==> config.mk <==
export PLATFORM = sky130hd
export DESIGN_NAME = word_list_text_masker_top
export DESIGN_NICKNAME = d
export VERILOG_FILES = /design/src/rtl/core/wltm_pkg.sv /design/src/rtl/core/wltm_ctrl.sv /design/src/rtl/core/wltm_dp.sv /design/src/rtl/core/word_list_text_masker_top.sv
export SDC_FILE = /design/constraint.sdc
export NUM_CORES = 2
export LEC_CHECK = 0
export BUFFER_PORTS_ARGS = -buffer_cell sky130_fd_sc_hd__buf_2
export CAP_MARGIN = 25
export CORE_AREA = 3 3 643 645
export DETAILED_ROUTE_END_ITERATION = 7
export DIE_AREA = 0 0 646 648
export PLACE_DENSITY = 0.71
export SLEW_MARGIN = 20
export SYNTH_ARGS = -nofsm -noshare
export SYNTH_HDL_FRONTEND = slang
export SYNTH_SLANG_ARGS = --single-unit
==> constraint.sdc <==
create_clock -name clk_i -period 20.7 [get_ports clk_i]
set_clock_uncertainty 0.05 [all_clocks]
set_input_delay 1.035 -clock clk_i [delete_from_list [all_inputs] [get_ports clk_i]]
set_output_delay 1.035 -clock clk_i [all_outputs]
set_load 0.01 [all_outputs]
==> src/rtl/core/wltm_pkg.sv <==
// Shared types and constants of the word list text masker.
package wltm_pkg;

  localparam int unsigned WordSlots = 16;
  localparam int unsigned WordMax   = 16;
  localparam int unsigned MsgMax    = 256;
  localparam int unsigned SlotW     = 4;
  localparam int unsigned WposW     = 4;
  localparam int unsigned MposW     = 8;
  localparam int unsigned CntW      = 9;
  localparam int unsigned LenW      = 5;

  localparam logic [7:0] FillLight = 8'h2A;
  localparam logic [7:0] FillHeavy = 8'h23;

  localparam logic [1:0] OpWordByte = 2'd0;
  localparam logic [1:0] OpWordLen  = 2'd1;
  localparam logic [1:0] OpPush     = 2'd2;
  localparam logic [1:0] OpRead     = 2'd3;

  localparam logic [1:0] LevelNone  = 2'd0;
  localparam logic [1:0] LevelHeavy = 2'd3;

  localparam logic [0:0] RegFilterLevel = 1'd0;
  localparam logic [0:0] RegMatureOn    = 1'd1;

  typedef struct packed {
    logic [1:0] opcode;
    logic [3:0] slot;
    logic [7:0] position;
    logic [7:0] data_byte;
    logic [4:0] word_length;
    logic       skip_word;
    logic       last;
  } in_word_t;

  typedef struct packed {
    logic [7:0] read_byte;
    logic [8:0] message_length;
    logic       done_res;
    logic       overflow;
  } out_word_t;

  // controller -> datapath
  typedef struct packed {
    logic do_cmd;      // execute the accepted command
    logic mask_begin;  // start scan of slot 0
    logic cmp_step;    // advance the scan: fetch, compare, fill byte or next slot
    logic result;      // emit the result word
  } ctl_cmd_t;

  // datapath -> controller
  typedef struct packed {
    logic need_mask;   // push with last, masking enabled and a word length set
    logic scan_done;   // all slots scanned
  } dp_stat_t;

  // ASCII upper to lower
  function automatic logic [7:0] fold_case(input logic [7:0] c);
    fold_case = (c >= 8'h41 && c <= 8'h5A) ? c + 8'h20 : c;
  endfunction

endpackage

==> src/rtl/core/wltm_ctrl.sv <==
// Sequencing state machine of the masker.
module wltm_ctrl (
  input  logic                clk_i,
  input  logic                rst_ni,
  input  logic                start_i,
  output logic                busy_o,
  input  wltm_pkg::dp_stat_t  stat_i,
  output wltm_pkg::ctl_cmd_t  cmd_o
);

  typedef enum logic [3:0] {
    StIdle = 4'b0001,
    StExec = 4'b0010,
    StScan = 4'b0100,
    StDone = 4'b1000
  } state_e;

  state_e state_q, state_d;

  always_comb begin
    state_d = state_q;
    cmd_o   = '0;
    unique case (state_q)
      StIdle: begin
        if (start_i) state_d = StExec;
      end
      StExec: begin
        cmd_o.do_cmd = 1'b1;
        if (stat_i.need_mask) begin
          cmd_o.mask_begin = 1'b1;
          state_d = StScan;
        end else begin
          state_d = StDone;
        end
      end
      StScan: begin
        cmd_o.cmp_step = 1'b1;
        if (stat_i.scan_done) state_d = StDone;
      end
      StDone: begin
        cmd_o.result = 1'b1;
        state_d = StIdle;
      end
      default: state_d = StIdle;
    endcase
  end

  assign busy_o = (state_q != StIdle);

  always_ff @(posedge clk_i or negedge rst_ni) begin
    if (!rst_ni) state_q <= StIdle;
    else         state_q <= state_d;
  end

endmodule

==> src/rtl/core/wltm_dp.sv <==
// Datapath: word table, message buffer and the character compare scanner.
module wltm_dp (
  input  logic                 clk_i,
  input  logic                 rst_ni,
  input  logic                 start_i,
  input  logic                 busy_i,
  input  wltm_pkg::in_word_t   in_i,
  input  logic [1:0]           filter_level_i,
  input  logic                 mature_on_i,
  input  wltm_pkg::ctl_cmd_t   cmd_i,
  output wltm_pkg::dp_stat_t   stat_o,
  output logic                 res_valid_o,
  output wltm_pkg::out_word_t  res_o
);

  localparam int unsigned WaddrW = wltm_pkg::SlotW + wltm_pkg::WposW;

  logic [7:0] word_mem [wltm_pkg::WordSlots*wltm_pkg::WordMax];
  logic [7:0] msg_mem  [wltm_pkg::MsgMax];
  logic [wltm_pkg::LenW-1:0] len_q [wltm_pkg::WordSlots];
  logic [wltm_pkg::WordSlots-1:0] skip_q;

  wltm_pkg::in_word_t cmd_q;
  logic [wltm_pkg::CntW-1:0] count_q;
  logic done_q, ovf_q;
  logic [7:0] rd_q;

  // scanner state
  logic [wltm_pkg::SlotW-1:0] s_q;
  logic [wltm_pkg::CntW-1:0]  pos_q;
  logic [wltm_pkg::WposW:0]   k_q;
  logic                       fill_mode_q;   // writing fill bytes
  logic                       fetched_q;     // mb_q/wb_q hold the current pair
  logic                       scan_end_q;
  logic [7:0]                 fill_q;
  logic [7:0]                 mb_q, wb_q;    // registered memory reads

  // latch command on accept
  always_ff @(posedge clk_i) begin
    if (start_i && !busy_i) cmd_q <= in_i;
  end

  // effective count seen by this push
  logic [wltm_pkg::CntW-1:0] cnt_base;
  logic [wltm_pkg::CntW-1:0] cnt_after;
  logic                      any_len;
  assign cnt_base  = done_q ? '0 : count_q;
  assign cnt_after = (cnt_base < wltm_pkg::CntW'(wltm_pkg::MsgMax)) ? cnt_base + 1'b1
                                                                    : cnt_base;
  always_comb begin
    any_len = 1'b0;
    for (int i = 0; i < wltm_pkg::WordSlots; i++) begin
      if (len_q[i] != '0) any_len = 1'b1;
    end
  end
  assign stat_o.need_mask = (cmd_q.opcode == wltm_pkg::OpPush) && cmd_q.last &&
                            (filter_level_i != wltm_pkg::LevelNone) && mature_on_i && any_len;

  // current slot info and compare position
  logic [wltm_pkg::LenW-1:0]  cur_len;
  logic                       slot_off;
  logic [wltm_pkg::CntW:0]    end_pos;
  logic [wltm_pkg::CntW-1:0]  at;
  logic                       last_slot;
  assign cur_len   = len_q[s_q];
  assign slot_off  = (cur_len == '0) || skip_q[s_q];
  assign end_pos   = {1'b0, pos_q} + (wltm_pkg::CntW+1)'(cur_len);
  assign at        = pos_q + wltm_pkg::CntW'(k_q);
  assign last_slot = (s_q == wltm_pkg::SlotW'(wltm_pkg::WordSlots-1));
  assign stat_o.scan_done = scan_end_q;

  // word table writes and registered character read
  always_ff @(posedge clk_i) begin
    if (cmd_i.do_cmd && cmd_q.opcode == wltm_pkg::OpWordByte &&
        cmd_q.position < 8'(wltm_pkg::WordMax)) begin
      word_mem[WaddrW'({cmd_q.slot, cmd_q.position[wltm_pkg::WposW-1:0]})] <= cmd_q.data_byte;
    end
    wb_q <= word_mem[{s_q, k_q[wltm_pkg::WposW-1:0]}];
  end

  // message buffer writes: push or fill; registered character read
  always_ff @(posedge clk_i) begin
    if (cmd_i.do_cmd && cmd_q.opcode == wltm_pkg::OpPush &&
        cnt_base < wltm_pkg::CntW'(wltm_pkg::MsgMax)) begin
      msg_mem[cnt_base[wltm_pkg::MposW-1:0]] <= cmd_q.data_byte;
    end else if (cmd_i.cmp_step && fill_mode_q && !scan_end_q) begin
      msg_mem[at[wltm_pkg::MposW-1:0]] <= fill_q;
    end
    mb_q <= msg_mem[at[wltm_pkg::MposW-1:0]];
  end

  // control registers of the datapath
  always_ff @(posedge clk_i or negedge rst_ni) begin
    if (!rst_ni) begin
      for (int i = 0; i < wltm_pkg::WordSlots; i++) len_q[i] <= '0;
      skip_q      <= '0;
      count_q     <= '0;
      done_q      <= 1'b1;
      ovf_q       <= 1'b0;
      rd_q        <= '0;
      s_q         <= '0;
      pos_q       <= '0;
      k_q         <= '0;
      fill_mode_q <= 1'b0;
      fetched_q   <= 1'b0;
      scan_end_q  <= 1'b0;
      fill_q      <= wltm_pkg::FillLight;
    end else begin
      if (cmd_i.do_cmd) begin
        if (cmd_q.opcode == wltm_pkg::OpRead && 9'(cmd_q.position) < count_q) begin
          rd_q <= msg_mem[cmd_q.position];
        end else begin
          rd_q <= '0;
        end
        case (cmd_q.opcode)
          wltm_pkg::OpWordLen: begin
            len_q[cmd_q.slot] <= (cmd_q.word_length > 5'(wltm_pkg::WordMax))
                                 ? 5'(wltm_pkg::WordMax) : cmd_q.word_length;
            skip_q[cmd_q.slot] <= cmd_q.skip_word;
          end
          wltm_pkg::OpPush: begin
            count_q <= cnt_after;
            ovf_q   <= (done_q ? 1'b0 : ovf_q) |
                       (cnt_base >= wltm_pkg::CntW'(wltm_pkg::MsgMax));
            done_q  <= cmd_q.last;
          end
          default: ;
        endcase
      end
      if (cmd_i.mask_begin) begin
        s_q         <= '0;
        pos_q       <= '0;
        k_q         <= '0;
        fill_mode_q <= 1'b0;
        fetched_q   <= 1'b0;
        scan_end_q  <= 1'b0;
        fill_q      <= (filter_level_i == wltm_pkg::LevelHeavy) ? wltm_pkg::FillHeavy
                                                                 : wltm_pkg::FillLight;
      end else if (cmd_i.cmp_step && !scan_end_q) begin
        if (fill_mode_q) begin
          // one fill byte per cycle
          if (k_q + 1'b1 == (wltm_pkg::WposW+1)'(cur_len)) begin
            fill_mode_q <= 1'b0;
            k_q         <= '0;
            pos_q       <= end_pos[wltm_pkg::CntW-1:0];
          end else begin
            k_q <= k_q + 1'b1;
          end
        end else if (slot_off || end_pos > {1'b0, count_q}) begin
          // slot finished
          pos_q     <= '0;
          k_q       <= '0;
          fetched_q <= 1'b0;
          if (last_slot) scan_end_q <= 1'b1;
          else           s_q <= s_q + 1'b1;
        end else if (!fetched_q) begin
          // both characters land in mb_q/wb_q at this edge
          fetched_q <= 1'b1;
        end else if (wltm_pkg::fold_case(mb_q) != wltm_pkg::fold_case(wb_q)) begin
          fetched_q <= 1'b0;
          k_q       <= '0;
          pos_q     <= pos_q + 1'b1;
        end else if (k_q + 1'b1 == (wltm_pkg::WposW+1)'(cur_len)) begin
          fetched_q   <= 1'b0;
          fill_mode_q <= 1'b1;
          k_q         <= '0;
        end else begin
          fetched_q <= 1'b0;
          k_q       <= k_q + 1'b1;
        end
      end
    end
  end

  assign res_valid_o          = cmd_i.result;
  assign res_o.read_byte      = rd_q;
  assign res_o.message_length = count_q;
  assign res_o.done_res       = done_q;
  assign res_o.overflow       = ovf_q;

endmodule

==> src/rtl/core/word_list_text_masker_top.sv <==
// Top level: config registers, controller and datapath.
// Word writes, reads and plain pushes go from the execute state straight to the result
// strobe; a new word is accepted only once the block is idle again. A push marked last
// with masking enabled and a word defined scans every slot: each character compare is a
// registered fetch, then a compare; a matched word is then overwritten with fill bytes.
// busy is high from accept until the result cycle; the receiver cannot stall.
// Reset: slots empty, message done, level 2, mature on; buffers are not cleared.
module word_list_text_masker_top (
  input  logic                 clk_i,
  input  logic                 rst_ni,
  input  logic                 start,
  output logic                 busy,
  input  wltm_pkg::in_word_t   in_word_i,
  output logic                 res_strobe_o,
  output wltm_pkg::out_word_t  res_word_o,
  input  logic                 psel,
  input  logic                 penable,
  input  logic                 pwrite,
  input  logic [2:0]           paddr,
  input  logic [31:0]          pwdata,
  output logic [31:0]          prdata,
  output logic                 pready
);

  logic [1:0] filter_level_q;
  logic       mature_on_q;
  logic       wr_en;

  assign pready = 1'b1;
  assign wr_en  = psel && penable && pwrite;

  // configuration registers
  always_ff @(posedge clk_i or negedge rst_ni) begin
    if (!rst_ni) begin
      filter_level_q <= 2'd2;
      mature_on_q    <= 1'b1;
    end else if (wr_en && paddr[1:0] == 2'b00) begin
      unique case (paddr[2])
        wltm_pkg::RegFilterLevel: filter_level_q <= pwdata[1:0];
        wltm_pkg::RegMatureOn:    mature_on_q    <= pwdata[0];
        default: ;
      endcase
    end
  end

  always_comb begin
    prdata = '0;
    unique case (paddr[2])
      wltm_pkg::RegFilterLevel: prdata = {30'd0, filter_level_q};
      wltm_pkg::RegMatureOn:    prdata = {31'd0, mature_on_q};
      default: ;
    endcase
  end

  wltm_pkg::ctl_cmd_t cmd;
  wltm_pkg::dp_stat_t stat;

  wltm_ctrl u_ctrl (
    .clk_i  (clk_i),
    .rst_ni (rst_ni),
    .start_i(start),
    .busy_o (busy),
    .stat_i (stat),
    .cmd_o  (cmd)
  );

  wltm_dp u_dp (
    .clk_i          (clk_i),
    .rst_ni         (rst_ni),
    .start_i        (start),
    .busy_i         (busy),
    .in_i           (in_word_i),
    .filter_level_i (filter_level_q),
    .mature_on_i    (mature_on_q),
    .cmd_i          (cmd),
    .stat_o         (stat),
    .res_valid_o    (res_strobe_o),
    .res_o          (res_word_o)
  );

endmodule

==> results.yml <==
cts:
  cts_made_buffers: 417
  path_clk_slew_ns: 0.07
  h-tree-depth: 5
  cts.sinks: 4294
  holdBufCountCts: 0
  cts_tree: "built"
  insertion_delay_ns: 1.00
  cts_resized: 0
  clock_path_buffers: 4
  cts_setup_buffers: 0
  root_buffer: "clkbuf_16"
setup_path:
  worstSetupStartpointType: "flip-flop"
  cp_max_fo: 18
  critPathCaptureType: "flip-flop"
  required_ns: 21.52
  crit_family: "compound AO/OA/AOI/OAI gates"
  setup.worst_path.class: "reg -> reg"
  crit_buf_inv: 1
  arrival_ns: 7.72
  cpMaxStageDelayCell: "mux2i_1"
  slowest_delay_ns: 0.67
  path_cells: "inv_2 > mux2i_1 > mux2i_1 > ha_1 > a21oi_1 > o211ai_1 > a21oi_1 > nor2_1 > xnor2_1 > ha_1 > a211oi_1 > nor2b_1 > o221ai_1 > a31oi_1 > o211ai_2 > or3_1 > o21ai_4 > or2_1 > mux2_4"
grt:
  grtUsageMet3_pct: 5.563
  met1_usage_pct: 31.45
  grt_pass1_vias: 92894
  grt_pass1_wl_um: 695400
  grt_use_met2_pct: 36.34
  grt_overflow: 0
  antenna_found_initial: 33
  busiest_layer: "met2"
  grt_max_degree: 256
  track_usage_pct: 23.16
die:
  io_pins: 124
  die_height_um: 648
  start_util_pct: 44.95
  core_area_um2: 408700
  die_x_um: 646
  num_rows: 235
  die_area_um2: 418600
sta:
  slew_viol_final: 0
  rsz0062_at_grt: "false"
  max_slew_margin_pct: 20.65
  final.setup.tns_ns: 0
  setup_violations: 0
  hold-worst-slack_ns: 0.06891
  worst_pin_slew_ns: 1.190
  period_needed_ns: 6.902
  max_freq_mhz: 144.9
  min_period_over_period_pct: 33.34
  hold_viol_final: 0
yosys:
  ys_seq_area_share_pct: 69.66
  syn_area_um2: 183700
  synth-seq-cells: 4294
  yosysTopAreaCell: "edfxtp_1"
  synthCells: 8384
  ys.flop_type: "edfxtp_1"
  synthTopCellsByArea: "edfxtp_1 (67%), mux4_2 (24%), dfrtp_1 (1.9%)"
  yosys.cell_types.count: 70
  synth_top_area_share_pct: 67.42
  yosysWarnings: 0
  yosysMostFrequentCell: "edfxtp_1"
  synth.avg_cell_area_um2: 21.91
  async_flop_share_pct: 3.377
  synth_edf_count: 4125
  synth_commonest_cells: "edfxtp_1 (4125), mux4_2 (1989), nor2_1 (568), clkbuf_1 (353), nand2_1 (197)"
pwr:
  power_leakage_nw: 61.25
  p_per_area_nw_per_um2: 101.4
  finalPower_mw: 20.74
  ir_drop_mv: 0.07865
run_status:
  status: "finished clean"
routing:
  via_per_inst: 6.506
  dr.pass1.iters: 6
  drtIter0Drc: 13593
  via_count: 93231
  wl_per_cell_um: 34.18
  remaining_drc_errors: 0
  wl_um: 489800
  antenna_left: 0
cells_and_area:
  drive_above_1_share_pct: 33.95
  fin_util_pct: 50.04
  nets: 8575
  syn2layout_area_growth_pct: 11.31
  nFillCells: 31618
  stdcell_area_um2: 204500
place:
  dp.final_hpwl_um: 299700
  place_congestion: 0.8978
  place_area_um2: 190300
  port_buffers: 62
worst_hold_path:
  hold_path.class: "in -> async"
flow_run:
  maxCapViolations: 0
[routing by layer]
layer  wire length [µm]  up-vias
met5                 37        -
met4              20850        6
met3              53580      818
met2             236200     5825
met1             179100    50187
li1                   -    36395
[power by group]
| part | internal [mW] | switching [mW] |
|---|---|---|
| Sequential | 9.97 | 0.129 |
| Combinational | 1.11 | 1.84 |
| Clock | 4.35 | 3.33 |
| Total | 15.4 | 5.30 |
[state kept, by name, indices dropped and copies added, names as in the netlist, named ones only]
name and cells:
u_dp.word_mem 2048, u_dp.pos_q 9, u_dp.fill_q 2, u_ctrl.state_q 4
filter_level_q 2, mature_on_q 1, u_dp.msg_mem 2048, u_dp.done_q 1
u_dp.scan_end_q 1, u_dp.cmd_q 29, u_dp.fill_mode_q 1, u_dp.len_q 80
u_dp.fetched_q 1, u_dp.s_q 4, u_dp.wb_q 8, u_dp.count_q 9
u_dp.mb_q 8, u_dp.k_q 5, u_dp.skip_q 16, u_dp.rd_q 8
u_dp.ovf_q 1
[final timing paths]
check                           slack [ns]              to  cells after the start           start
worst max-delay path                 13.80   u_dp.pos_q[0]                     19     u_dp.s_q[0]
worst min-delay path                  0.07    u_dp.rd_q[7]                      1          rst_ni
worst max register to register       13.80   u_dp.pos_q[0]                     19     u_dp.s_q[0]
worst min register to register        0.45  u_dp.fill_q[0]                      2  u_dp.fill_q[0]
max in group asynchronous            18.92     u_dp.k_q[3]                      2          rst_ni
min in group clk_i                    0.18   u_dp.cmd_q[7]                      1    in_word_i[7]
[metrics by stage]
step	std cells	setup WS, ns
after floorplan	8413	9.639
after global placement	13485	13.62
final	14331	13.80
after global routing	14312	13.31
after detailed placement	13491	13.54
after CTS	14264	13.47
[area by class of cell]
| class | instances | area [µm²] | share of cell area [%] |
|---|---|---|---|
| sequential | 4294 | 128000 | 62.60 |
| multi-input combinational | 3494 | 53580 | 26.20 |
| clock buffer | 504 | 10990 | 5.374 |
| tap | 5451 | 6820 | 3.335 |
| clock inverter | 269 | 2713 | 1.326 |
| timing repair buffer | 238 | 2135 | 1.044 |
| antenna | 55 | 137.6 | 0.06730 |
| inverter | 26 | 97.59 | 0.04772 |
[placed cells by master (no fill, tap or decap), types with 11 or more instances in the layout]
cell type   instances
nand2b_1           16
nand4_1            19
o21ai_0            64
dfxtp_1            20
a22o_1             25
mux2i_1            42
buf_12             23
dfrtp_1           133
and3_1             13
inv_1              25
a31oi_1            16
nor2_1            566
nand3_1            26
a21oi_1            33
nor4_1             24
buf_2              63
edfxtp_1         4125
a221oi_1           18
mux4_2           1989
nand2_1           193
diode_2            55
xnor2_1            12
a22oi_1            43
conb_1             31
nor2b_1            39
a21o_1             11
ha_1               31
clkinv_2           80
buf_4             133
clkinv_1           88
nand3_2            12
mux2_2             84
nor3_1             18
a211oi_1           23
clkbuf_16         424
clkbuf_1           72
clkinvlp_4         26
bufinv_16          45
[cell families after synthesis]
| group | Yosys count | share of synthesized area [%] |
|---|---|---|
| simple gates | 976 | 2.254 |
| xor+xnor | 26 | 0.1239 |
| buf+inv | 625 | 1.384 |
| other cells | 2 | 0.004088 |
| compound gates | 311 | 1.199 |
| mux | 2116 | 25.13 |
| flops | 4294 | 69.66 |
| fa+ha+maj | 34 | 0.2397 |
[worst register-to-register path, stage by stage, from the launching register on]
cell	delay (ns)
dfrtp_4	0.60
inv_2	0.65
mux2i_1	0.19
mux2i_1	0.67
ha_1	0.37
a21oi_1	0.17
o211ai_1	0.12
a21oi_1	0.30
nor2_1	0.15
xnor2_1	0.32
ha_1	0.32
a211oi_1	0.30
nor2b_1	0.18
o221ai_1	0.12
a31oi_1	0.26
o211ai_2	0.17
or3_1	0.61
o21ai_4	0.53
or2_1	0.40
mux2_4	0.33
Note: power is estimated with default switching activity, not from simulation.
